===== src/rtl/core/msgl_pkg.sv =====
// ----------------------------------------------------------------------------
// Microphone sample gain and level statistics: shared definitions
// Widths, register indexes, limits and the payload structs that travel
// between the gain front end and the statistics stage.
// ----------------------------------------------------------------------------
package msgl_pkg;

   localparam int SampleW  = 16;
   localparam int MagW     = 16;
   localparam int SquareW  = 31;
   localparam int PeakW    = 15;
   localparam int CountW   = 32;
   localparam int EnergyW  = 63;
   localparam int GainW    = 4;
   localparam int ThreshW  = 16;
   localparam int CsrIndexW = 2;
   localparam int WideW    = 32;

   localparam logic [CsrIndexW-1:0] CSR_GAIN_SHIFT     = 2'd0;
   localparam logic [CsrIndexW-1:0] CSR_INVERT         = 2'd1;
   localparam logic [CsrIndexW-1:0] CSR_CLIP_THRESHOLD = 2'd2;

   localparam logic [ThreshW-1:0]       CLIP_THRESHOLD_RESET = 16'd32760;
   localparam logic signed [WideW-1:0]  SAMPLE_MAX_WIDE = 32'sd32767;
   localparam logic signed [WideW-1:0]  SAMPLE_MIN_WIDE = -32'sd32768;
   localparam logic signed [SampleW-1:0] SAMPLE_MAX = 16'sh7FFF;
   localparam logic signed [SampleW-1:0] SAMPLE_MIN = 16'sh8000;
   localparam logic [PeakW-1:0]         PEAK_MAX   = 15'h7FFF;
   localparam logic [CountW-1:0]        COUNT_MAX  = 32'hFFFF_FFFF;
   localparam logic [EnergyW-1:0]       ENERGY_MAX = 63'h7FFF_FFFF_FFFF_FFFF;

   typedef struct packed {
      logic [GainW-1:0]   gain_shift;
      logic               invert_polarity;
      logic [ThreshW-1:0] clip_threshold;
   } cfg_type;

   typedef struct packed {
      logic signed [SampleW-1:0] sample;
      logic [MagW-1:0]           mag;
      logic [SquareW-1:0]        square;
      logic                      start;
   } proc_type;

   // First member is the most significant: out_sample lands in the low bits.
   typedef struct packed {
      logic [CountW-1:0]         sample_count;
      logic [EnergyW-1:0]        square_sum;
      logic [CountW-1:0]         clipped_count;
      logic [PeakW-1:0]          peak_level;
      logic signed [SampleW-1:0] out_sample;
   } result_type;

endpackage


===== src/rtl/core/msgl_front.sv =====
// ----------------------------------------------------------------------------
// Gain front end
// Registers the incoming sample, applies inversion and the saturating gain
// shift, forms the magnitude and its square, and registers the result.
// ----------------------------------------------------------------------------
module msgl_front (
   input  logic                                clock,
   input  logic                                reset,
   input  msgl_pkg::cfg_type                   cfg,
   input  logic                                in_valid,
   output logic                                in_ready,
   input  logic signed [msgl_pkg::SampleW-1:0] in_sample,
   input  logic                                in_start,
   output logic                                out_valid,
   input  logic                                out_ready,
   output msgl_pkg::proc_type                  out_item
);

   logic                                a_valid_ff, a_valid_in;
   logic signed [msgl_pkg::SampleW-1:0] a_sample_ff, a_sample_in;
   logic                                a_start_ff, a_start_in;
   logic                                b_valid_ff, b_valid_in;
   msgl_pkg::proc_type                  b_item_ff, b_item_in;

   logic                                a_ready;
   logic                                b_ready;
   logic signed [msgl_pkg::SampleW-1:0] turned;
   logic signed [msgl_pkg::WideW-1:0]   wide;
   logic signed [msgl_pkg::SampleW-1:0] gained;
   logic [msgl_pkg::MagW-1:0]           mag;
   logic [2*msgl_pkg::MagW-1:0]         square_full;

   assign b_ready  = !b_valid_ff || out_ready;
   assign a_ready  = !a_valid_ff || b_ready;
   assign in_ready = a_ready;

   // Negation wraps in 16 bits, so the most negative sample maps to itself.
   always_comb begin
      turned = cfg.invert_polarity ? (16'sd0 - a_sample_ff) : a_sample_ff;
      wide   = {{(msgl_pkg::WideW - msgl_pkg::SampleW){turned[msgl_pkg::SampleW-1]}}, turned}
               <<< cfg.gain_shift;
      if (wide > msgl_pkg::SAMPLE_MAX_WIDE) begin
         gained = msgl_pkg::SAMPLE_MAX;
      end else if (wide < msgl_pkg::SAMPLE_MIN_WIDE) begin
         gained = msgl_pkg::SAMPLE_MIN;
      end else begin
         gained = wide[msgl_pkg::SampleW-1:0];
      end
      mag = gained[msgl_pkg::SampleW-1] ? (16'd0 - gained) : gained;
      square_full = mag * mag;
   end

   always_comb begin
      a_valid_in  = a_ready ? in_valid : a_valid_ff;
      a_sample_in = (a_ready && in_valid) ? in_sample : a_sample_ff;
      a_start_in  = (a_ready && in_valid) ? in_start : a_start_ff;
      b_valid_in  = b_ready ? a_valid_ff : b_valid_ff;
      b_item_in   = b_item_ff;
      if (b_ready && a_valid_ff) begin
         b_item_in.sample = gained;
         b_item_in.mag    = mag;
         b_item_in.square = square_full[msgl_pkg::SquareW-1:0];
         b_item_in.start  = a_start_ff;
      end
   end

   always_ff @(posedge clock) begin
      if (reset) begin
         a_valid_ff <= 1'b0;
         b_valid_ff <= 1'b0;
      end else begin
         a_valid_ff <= a_valid_in;
         b_valid_ff <= b_valid_in;
      end
   end

   always_ff @(posedge clock) begin
      a_sample_ff <= a_sample_in;
      a_start_ff  <= a_start_in;
      b_item_ff   <= b_item_in;
   end

   assign out_valid = b_valid_ff;
   assign out_item  = b_item_ff;

endmodule


===== src/rtl/core/msgl_stats.sv =====
// ----------------------------------------------------------------------------
// Level statistics
// Keeps peak, clip count, energy and sample count, all saturating, and
// registers each processed sample together with the updated statistics.
// ----------------------------------------------------------------------------
module msgl_stats (
   input  logic                                clock,
   input  logic                                reset,
   input  logic [msgl_pkg::ThreshW-1:0]        clip_threshold,
   input  logic                                in_valid,
   output logic                                in_ready,
   input  msgl_pkg::proc_type                  in_item,
   output logic                                out_valid,
   input  logic                                out_ready,
   output msgl_pkg::result_type                out_result
);

   logic [msgl_pkg::PeakW-1:0]   peak_ff, peak_in;
   logic [msgl_pkg::CountW-1:0]  clip_ff, clip_in;
   logic [msgl_pkg::EnergyW-1:0] energy_ff, energy_in;
   logic [msgl_pkg::CountW-1:0]  count_ff, count_in;
   logic                         valid_ff, valid_in;
   msgl_pkg::result_type         result_ff, result_in;

   logic                         take;
   logic [msgl_pkg::PeakW-1:0]   peak_base;
   logic [msgl_pkg::CountW-1:0]  clip_base;
   logic [msgl_pkg::EnergyW-1:0] energy_base;
   logic [msgl_pkg::CountW-1:0]  count_base;
   logic [msgl_pkg::EnergyW:0]   energy_sum;

   assign in_ready = !valid_ff || out_ready;
   assign take     = in_valid && in_ready;

   always_comb begin
      // A start flag clears the statistics before this sample is counted.
      peak_base   = in_item.start ? '0 : peak_ff;
      clip_base   = in_item.start ? '0 : clip_ff;
      energy_base = in_item.start ? '0 : energy_ff;
      count_base  = in_item.start ? '0 : count_ff;

      peak_in   = peak_ff;
      clip_in   = clip_ff;
      energy_in = energy_ff;
      count_in  = count_ff;
      valid_in  = in_ready ? in_valid : valid_ff;
      result_in = result_ff;

      energy_sum = {1'b0, energy_base}
                   + {{(msgl_pkg::EnergyW + 1 - msgl_pkg::SquareW){1'b0}}, in_item.square};

      if (take) begin
         peak_in = peak_base;
         if (in_item.mag > {1'b0, peak_base}) begin
            // A magnitude of 32768 still records a peak of 32767.
            peak_in = in_item.mag[msgl_pkg::MagW-1] ? msgl_pkg::PEAK_MAX
                                                   : in_item.mag[msgl_pkg::PeakW-1:0];
         end
         energy_in = energy_sum[msgl_pkg::EnergyW] ? msgl_pkg::ENERGY_MAX
                                                   : energy_sum[msgl_pkg::EnergyW-1:0];
         count_in  = (count_base == msgl_pkg::COUNT_MAX) ? count_base : count_base + 1'b1;
         clip_in   = clip_base;
         if (in_item.mag >= clip_threshold && clip_base != msgl_pkg::COUNT_MAX) begin
            clip_in = clip_base + 1'b1;
         end
         result_in.out_sample    = in_item.sample;
         result_in.peak_level    = peak_in;
         result_in.clipped_count = clip_in;
         result_in.square_sum    = energy_in;
         result_in.sample_count  = count_in;
      end
   end

   always_ff @(posedge clock) begin
      if (reset) begin
         peak_ff   <= '0;
         clip_ff   <= '0;
         energy_ff <= '0;
         count_ff  <= '0;
         valid_ff  <= 1'b0;
      end else begin
         peak_ff   <= peak_in;
         clip_ff   <= clip_in;
         energy_ff <= energy_in;
         count_ff  <= count_in;
         valid_ff  <= valid_in;
      end
   end

   always_ff @(posedge clock) begin
      result_ff <= result_in;
   end

   assign out_valid  = valid_ff;
   assign out_result = result_ff;

endmodule


===== src/rtl/core/mic_sample_gain_and_level_stats.sv =====
// ----------------------------------------------------------------------------
// Microphone sample gain and level statistics
// Saturating gain for 16-bit PCM samples with a running peak, clip count,
// energy and sample count.
// ----------------------------------------------------------------------------
// The block takes one item per clock cycle while the result side does not stall and
// returns one result per item through these registers: an input register,
// a register after the gain shift and 16x16 squarer, and the result register
// that also holds the running statistics, whose update (one 63-bit saturating
// add) closes the loop from one item to the next. Stalls on
// the result side hold every stage in place and reach the input in the same
// cycle. Configuration writes are taken at any time on the csr_ channel but
// must only be made while no item is in flight. Setting the start flag in tuser
// clears the statistics before that item is counted.
module mic_sample_gain_and_level_stats (
   input  logic         clock,
   input  logic         reset,
   input  logic         req_tvalid,
   output logic         req_tready,
   input  logic [15:0]  req_tdata,   // [15:0] in_sample
   input  logic [0:0]   req_tuser,   // [0] start_of_recording
   output logic         rsp_tvalid,
   input  logic         rsp_tready,
   // [15:0] out_sample, [30:16] peak_level, [62:31] clipped_count,
   // [125:63] square_sum, [157:126] sample_count, [159:158] zero
   output logic [159:0] rsp_tdata,
   input  logic         csr_valid,
   output logic         csr_ready,
   input  logic [1:0]   csr_index,
   input  logic [15:0]  csr_data
);

   msgl_pkg::cfg_type    cfg_ff, cfg_in;
   logic                 mid_valid;
   logic                 mid_ready;
   msgl_pkg::proc_type   mid_item;
   msgl_pkg::result_type result;

   assign csr_ready = 1'b1;

   always_comb begin
      cfg_in = cfg_ff;
      if (csr_valid) begin
         case (csr_index)
            msgl_pkg::CSR_GAIN_SHIFT: begin
               cfg_in.gain_shift = csr_data[msgl_pkg::GainW-1:0];
            end
            msgl_pkg::CSR_INVERT: begin
               cfg_in.invert_polarity = csr_data[0];
            end
            msgl_pkg::CSR_CLIP_THRESHOLD: begin
               cfg_in.clip_threshold = csr_data[msgl_pkg::ThreshW-1:0];
            end
            default: begin
            end
         endcase
      end
   end

   always_ff @(posedge clock) begin
      if (reset) begin
         cfg_ff.gain_shift      <= '0;
         cfg_ff.invert_polarity <= 1'b0;
         cfg_ff.clip_threshold  <= msgl_pkg::CLIP_THRESHOLD_RESET;
      end else begin
         cfg_ff <= cfg_in;
      end
   end

   msgl_front u_front (
      .clock     (clock),
      .reset     (reset),
      .cfg       (cfg_ff),
      .in_valid  (req_tvalid),
      .in_ready  (req_tready),
      .in_sample (req_tdata),
      .in_start  (req_tuser[0]),
      .out_valid (mid_valid),
      .out_ready (mid_ready),
      .out_item  (mid_item)
   );

   msgl_stats u_stats (
      .clock          (clock),
      .reset          (reset),
      .clip_threshold (cfg_ff.clip_threshold),
      .in_valid       (mid_valid),
      .in_ready       (mid_ready),
      .in_item        (mid_item),
      .out_valid      (rsp_tvalid),
      .out_ready      (rsp_tready),
      .out_result     (result)
   );

   assign rsp_tdata = {2'b00, result};

endmodule


===== config.mk =====
export PLATFORM = sky130hd
export DESIGN_NAME = mic_sample_gain_and_level_stats
export DESIGN_NICKNAME = d
export VERILOG_FILES = /design/src/rtl/core/msgl_pkg.sv /design/src/rtl/core/msgl_front.sv /design/src/rtl/core/msgl_stats.sv /design/src/rtl/core/mic_sample_gain_and_level_stats.sv
export SDC_FILE = /design/constraint.sdc
export NUM_CORES = 1
export LEC_CHECK = 0
export BUFFER_PORTS_ARGS = -buffer_cell sky130_fd_sc_hd__buf_2
export CORE_UTILIZATION = 63
export DETAILED_ROUTE_END_ITERATION = 8
export PLACE_DENSITY = 0.82
export SLEW_MARGIN = 20
export SYNTH_ARGS = -nofsm -noshare
export SYNTH_HDL_FRONTEND = slang
export SYNTH_HIERARCHICAL = 1
export SYNTH_SLANG_ARGS = --single-unit
export TNS_END_PERCENT = 1

===== constraint.sdc =====
create_clock -name clock -period 14.49 [get_ports clock]
set_clock_uncertainty 0.05 [all_clocks]
set_input_delay 2.898 -clock clock [delete_from_list [all_inputs] [get_ports clock]]
set_output_delay 2.898 -clock clock [all_outputs]
set_load 0.05 [all_outputs]

======== After elaboration in Yosys (flattened, before gate mapping) ========
Index checks and enable logic that the tools add are counted.
word-level totals
  register bits after elaboration ......... 405
  bits in latches ......................... 0
  bits in writable memories ............... 0
  memory bits (read-only) ................. 0
  input port bits ......................... 40
  output and inout bits ................... 163
  logic and storage cells ................. 63
  memories ................................ 0
operators by class
  add/subtract/negate cells ............... 5
  $mul .................................... 1
  divide/modulo/power cells ............... 0
  order comparisons ....................... 4
  equal/unequal tests ..................... 4
  shifts and indexed selects .............. 1
  mux-type cells .......................... 13
  bitwise gates (word level) .............. 0
  reduce and logical (&&, ||, !) cells .... 14
operator list
  cell                   count
  $mux 32                4
  $mux 63                2
  $add 32x1->32 const B  2
  $add 63x31->64         1
  $mux 16                4
  $mux 15                3
  $eq 32x32->1 const B   1
  $gt 32x16->1 const B   1
  $lt 32x16->1 const B   1
  $ne 32x32->1 const B   1
  $sshl 32x4->32         1
  $sub 1x16->16 const A  2
  $mul 16x16->31         1
  $ge 16x16->1           1
  $gt 16x15->1           1
  $reduce_and 2->1       3
  $logic_and 1x1->1      4
  $logic_not 1->1        3
  $logic_or 1x1->1       3
  $eq 2x1->1 const B     1
  $eq 2x2->1 const B     1
  $logic_not 2->1        1

======== Longest topological paths before layout ========
  depth in word-level cells ............... 9
  gate-level depth with buffers ........... 46
  gate-level depth less buffers ........... 44

======== Modules after synthesis ========
The synthesis kept the hierarchy.
modules (own cells, without submodules)
  module                           times used  cells an instance  area each (um^2)  seq. area each (um^2)
  msgl_stats                       1           1859               17133.9           7607.3
  msgl_front                       1           1355               12549.5           2382.3
  mic_sample_gain_and_level_stats  1           95                 915.9             420.4

======== Worst setup path before layout ========
Ideal clock, no wire load.
  kind .................................... flip-flop to flip-flop
  start point ............................. register u_front/a_sample_ff[11] (netlist name)
  end point ............................... register u_front.b_item_ff (netlist bit u_front/out_item[31]), data pin
  library setup time ...................... 0.268 ns
  arrival ................................. 10.858 ns
  data required time ...................... 14.172 ns
  slack ................................... 3.314 ns
  stages on the path, launching flop included .. 45
  buffers on the path ..................... 2
  period minus slack after synthesis ...... 11.176 ns
  path through ............................ edfxtp_1 -> buf_6 -> or4_4 -> or4_4 -> mux4_2 -> nand2b_2 -> o21ai_1 -> mux2_2 -> o41a_1 -> o41ai_4 -> o21ai_2 -> inv_1 -> clkbuf_1 -> ha_1 -> inv_1 -> a31oi_1 -> a31o_2 -> nand3_1 -> [9 not listed] -> fa_1 -> inv_1 -> fa_1 -> inv_1 -> fa_1 -> inv_1 -> ha_1 -> or4_1 -> o22a_1 -> a41oi_1 -> a211o_1 -> a31oi_1 -> a21o_1 -> a21oi_1 -> nor2_1 -> nor4b_1 -> o41ai_1 -> xnor3_1
between the ends
  longest elaborated chain between the ends .. 9
  elaborated cells between the ends (all ways) .. 10
  classes of those cells .................. add/sub (2); mul (1); order compare (2); shift (1); mux (4)
ends and longest elaborated chain
  element                            RTL line          text
  from (decl)                        msgl_front.sv:20  logic signed [msgl_pkg::SampleW-1:0] a_sample_ff, a_sample_in;
  from (signal assigned)             msgl_front.sv:78  a_sample_ff <= a_sample_in;
  $sub 1x16->16                      msgl_front.sv:39  turned = cfg.invert_polarity ? (16'sd0 - a_sample_ff) : a_sample_ff;
  $mux 16 *                          msgl_front.sv:39
  $sshl 32x4->32 *                   msgl_front.sv:40  wide = {{(msgl_pkg::WideW - msgl_pkg::SampleW){turned[msgl_pkg::SampleW-1]}}, turned}
  $lt 32x16->1                       msgl_front.sv:44  end else if (wide < msgl_pkg::SAMPLE_MIN_WIDE) begin
  $mux 16                            msgl_front.sv:44
  $mux 16 *                          msgl_front.sv:42  if (wide > msgl_pkg::SAMPLE_MAX_WIDE) begin
  $sub 1x16->16                      msgl_front.sv:49  mag = gained[msgl_pkg::SampleW-1] ? (16'd0 - gained) : gained;
  $mux 16 *                          msgl_front.sv:49
  $mul 16x16->31 *                   msgl_front.sv:50  square_full = mag * mag;
  via u_front.square_full (one bit)  msgl_front.sv:31  logic [2*msgl_pkg::MagW-1:0] square_full;
  to (signal assigned)               msgl_front.sv:80  b_item_ff <= b_item_in;
  to (decl)                          msgl_front.sv:23  msgl_pkg::proc_type b_item_ff, b_item_in;
The timed path passes the listed nets; every way through them passes the cells marked *.
A chain may end at the register's enable or synchronous reset.

======== Final worst setup path ========
  start point ............................. register u_front/a_sample_ff[0] (netlist name)
  end point ............................... register u_front.b_item_ff (netlist bit u_front/out_item[31]), data pin
The elaborated chain is that of the path after synthesis.

==> results.sh <==
export IMPL_slew_viol_final=0
export IMPL_grt_pass1_wl_um=132000
export IMPL_synth_edff_count=236
export IMPL_postCtsSetupBuffers=0
export IMPL_critPathMaxStageDelay_ps=590
export IMPL_final_nets=3759
export IMPL_synth_top_family_by_area="simple AND/OR/NAND/NOR gates"
export IMPL_antenna_found_initial=1
export IMPL_grt_util_met2_pct=53.9
export IMPL_wl_per_cell_um=20.3
export IMPL_tightestPinTransition_ps=1080
export IMPL_yosys_warnings=6
export IMPL_grtUsageMet1_pct=44.5
export IMPL_synth_cells=3309
export IMPL_required_ps=14770
export IMPL_synth_top_area_share_pct=23.2
export IMPL_drt_first_pass_iters=8
export IMPL_insertedDiodeCount=0
export IMPL_yosys_area_share_simple_pct=19.8
export IMPL_drt_iter0_markers=2840
export IMPL_syn_area_um2=30600
export IMPL_crit_fanout=14
export IMPL_htree_levels=2
export IMPL_multi_input_area_um2=18200
export IMPL_place_gp_congestion=0.954
export IMPL_tns_ps=0
export IMPL_dp_hpwl_um=58900
export IMPL_design_die_area_um2=49500
export IMPL_use_met3_pct=5.32
export IMPL_core_um2=47800
export IMPL_critPathArrivalTime_ps=13190
export IMPL_grt_busiest_layer="met2"
export IMPL_synth_compound_area_share_pct=15.0
export IMPL_cts_tree="done"
export IMPL_maxCapViolCount=0
export IMPL_cts_sinks=402
export IMPL_clkLatencyLatePin_ps=600
export IMPL_grt_usage_pct=32.9
export IMPL_status="finished, final reports clean"
export IMPL_start_util_pct=64.0
export IMPL_max_freq_ghz=0.0775
export IMPL_crit_slowest_cell="or4_1"
export IMPL_slew_headroom_pct=27.6
export IMPL_cpMostUsedCell="inv_1"
export IMPL_grt_max_degree=167
export IMPL_synth_area_top_cells="edfxtp_1 (23%), fa_1 (11%), dfxtp_1 (11%)"
export IMPL_timing_critical_path_to="u_front/out_item[31]$_DFFE_PP_"
export IMPL_synth_cell_type_count=130
export IMPL_cts_resized=0
export IMPL_synth_top_flop_cell="edfxtp_1"
export IMPL_die_y_um=222
export IMPL_reg2reg_depth=44
export IMPL_min_path_type="reg2reg"
export IMPL_rsz0062_at_grt="no"
export IMPL_syn_avg_cell_area_um2=9.25
export IMPL_reg2reg_to="u_front/out_item[31]$_DFFE_PP_"
export IMPL_wirelength_um=81900
export IMPL_regArea_um2=10400
export IMPL_rows=80
export IMPL_path_clk_slew_ps=60
export IMPL_synthMuxAreaShare_pct=2.52
export IMPL_io_buffers=199
export IMPL_root_buffer="clkbuf_16"
export IMPL_fin_crit_ps=12910
export IMPL_drive_above_1_share_pct=12.2
export IMPL_finalSetupViolations=0
export IMPL_critPathKind="reg2reg"
export IMPL_die_w_um=222
export IMPL_syn_to_final_growth_pct=8.31
export IMPL_ys_ff_latch=402
export IMPL_drt_antenna_violating_nets=0
export IMPL_yosys_area_share_xor_xnor_pct=4.36
export IMPL_clockBufferDepth=3
export IMPL_via_count=25600
export IMPL_cts_inserted_buffers=46
export IMPL_io_pins=203
export IMPL_grt_pass1_vias=25000
export IMPL_synth_largest_area_cell="edfxtp_1"
export IMPL_ff2ff_setup_slack_ps=1580
export IMPL_r2r_start="u_front/a_sample_ff[0]$_DFFE_PP_"
export IMPL_drc=0
export IMPL_final_period_utilization_pct=89.1
export IMPL_nFillCells=3719
export IMPL_cp_end_kind="register"
export IMPL_cts_hold_buf=0
export IMPL_worstSetupStartpointType="register"
export IMPL_hold_viol=0
export IMPL_synthArstFlopShare_pct=0
export IMPL_synth_fa_ha_area_share_pct=17.4
export IMPL_startpoint="u_front/a_sample_ff[0]$_DFFE_PP_"
export IMPL_grt_overflow_total=0
export IMPL_ys_seq_area_share_pct=34.0
export IMPL_routed_via_density=6.32
critical path, delay by kind of cell, from the launching register on:
kind	cells	cell delay, ps
adders and majority gates	9	3900
and+or+nand+nor	11	3400
AOI/OAI and AO/OA	12	2890
buffers and inverters	10	1120
DFF	1	500
muxes	1	390
xor gates and xnor gates	1	380
layout make-up:
class | count | area share, %
timing repair buffer | 225 | 3.61
clock inverter | 26 | 0.770
clock buffer | 60 | 3.85
multi-input combinational | 2443 | 54.9
tap | 615 | 2.32
sequential | 402 | 31.4
inverter | 275 | 3.14
per-layer routing:
layer,wire (um),vias to the layer above
met4,2670,2
met5,13,-
met2,38400,1243
met1,34400,12300
met3,6490,202
li1,-,11800
synthesized netlist by cell type, drive strengths merged (10+ instances only):
library cell and number:
nand4 47, or4 18, dfxtp 166, o2111ai 10, nand2 361, inv 270, mux2 15, or3b 10
a22oi 10, xnor2 94, a211o 13, a211oi 24, nor2b 75, nor4 20, o21bai 10, a31oi 56
clkbuf 126, o21ai 127, o21a 11, o2bb2ai 17, nand3b 11, o31ai 11, ha 159, or3 38
buf 74, nor3b 10, nand3 93, nor2 282, and3 41, mux2i 53, a21o 39, nand2b 31
xor2 51, fa 167, edfxtp 236, nor3 83, a21boi 11, a21oi 190, and2 47, or2 12
a311oi 22, o211ai 22
state kept, by name, summed over array words and instances (netlist names):
name,count
u_stats/clip_ff,32
u_front/out_valid,1
u_front/out_item,61
u_stats/energy_ff,63
cfg_ff,21
u_front/a_valid_ff,1
u_stats/count_ff,32
u_stats/peak_ff,15
u_front/a_start_ff,1
u_stats/out_result,158
u_stats/out_valid,1
u_front/a_sample_ff,16
per-stage QoR:
step           cells  hold slack (ps)  util, %  worst slack, ps  instance area (um^2)
5_1_grt         4046              390     69.3              719                 33100
3_3_place_gp    3960              353     66.0             2100                 31600
6_report        4046              371     69.3             1580                 33100
2_1_floorplan   3320              350        -             3310                 30600
3_5_place_dp    3960              355     66.1             1720                 31600
4_1_cts         4046              373     69.3             1700                 33100
placed cells by master, fill, tap and decap left out, drive strengths merged, types with 38 or more instances in the layout:
cell type / instances
a21o: 39
a21oi: 190
a31oi: 56
and2: 47
and3: 41
buf: 225
clkbuf: 60
dfxtp: 166
edfxtp: 236
fa: 167
ha: 159
inv: 277
mux2i: 53
nand2: 361
nand3: 93
nand4: 47
nor2: 282
nor2b: 75
nor3: 83
o21ai: 127
or3: 38
xnor2: 94
xor2: 51
how the worst min path moves through the flow:
stage / start / to / slack, ps / depth (start not counted)
global route: u_front/out_item[61]$_DFFE_PP_ / u_stats/out_result[13]$_DFFE_PP_ / 390 / 0
global placement: u_front/out_item[51]$_DFFE_PP_ / u_stats/out_result[3]$_DFFE_PP_ / 350 / 0
CTS: u_front/out_item[51]$_DFFE_PP_ / u_stats/out_result[3]$_DFFE_PP_ / 370 / 0
finish: u_front/out_item[51]$_DFFE_PP_ / u_stats/out_result[3]$_DFFE_PP_ / 370 / 0
detailed placement: u_front/out_item[53]$_DFFE_PP_ / u_stats/out_result[5]$_DFFE_PP_ / 350 / 0
floorplan: u_front/a_start_ff$_DFFE_PP_ / u_front/out_item[0]$_DFFE_PP_ / 350 / 0
logic make-up (layout without fill, tap and decap cells):
| kind of cell | after synthesis | count (layout) |
|---|---|---|
| multiplexers | 71 | 71 |
| flip-flops | 402 | 402 |
| AND/OR/NAND/NOR | 1214 | 1214 |
| buffers and inverters | 475 | 586 |
| XOR/XNOR | 146 | 146 |
| adder cells (fa/ha/maj) | 326 | 326 |
| AO/OA/AOI/OAI | 671 | 671 |
| other | 4 | 15 |
Power is left out: the tool's default activity adds up to more than one toggle a clock period on the data nets, which glitch-free logic cannot reach.
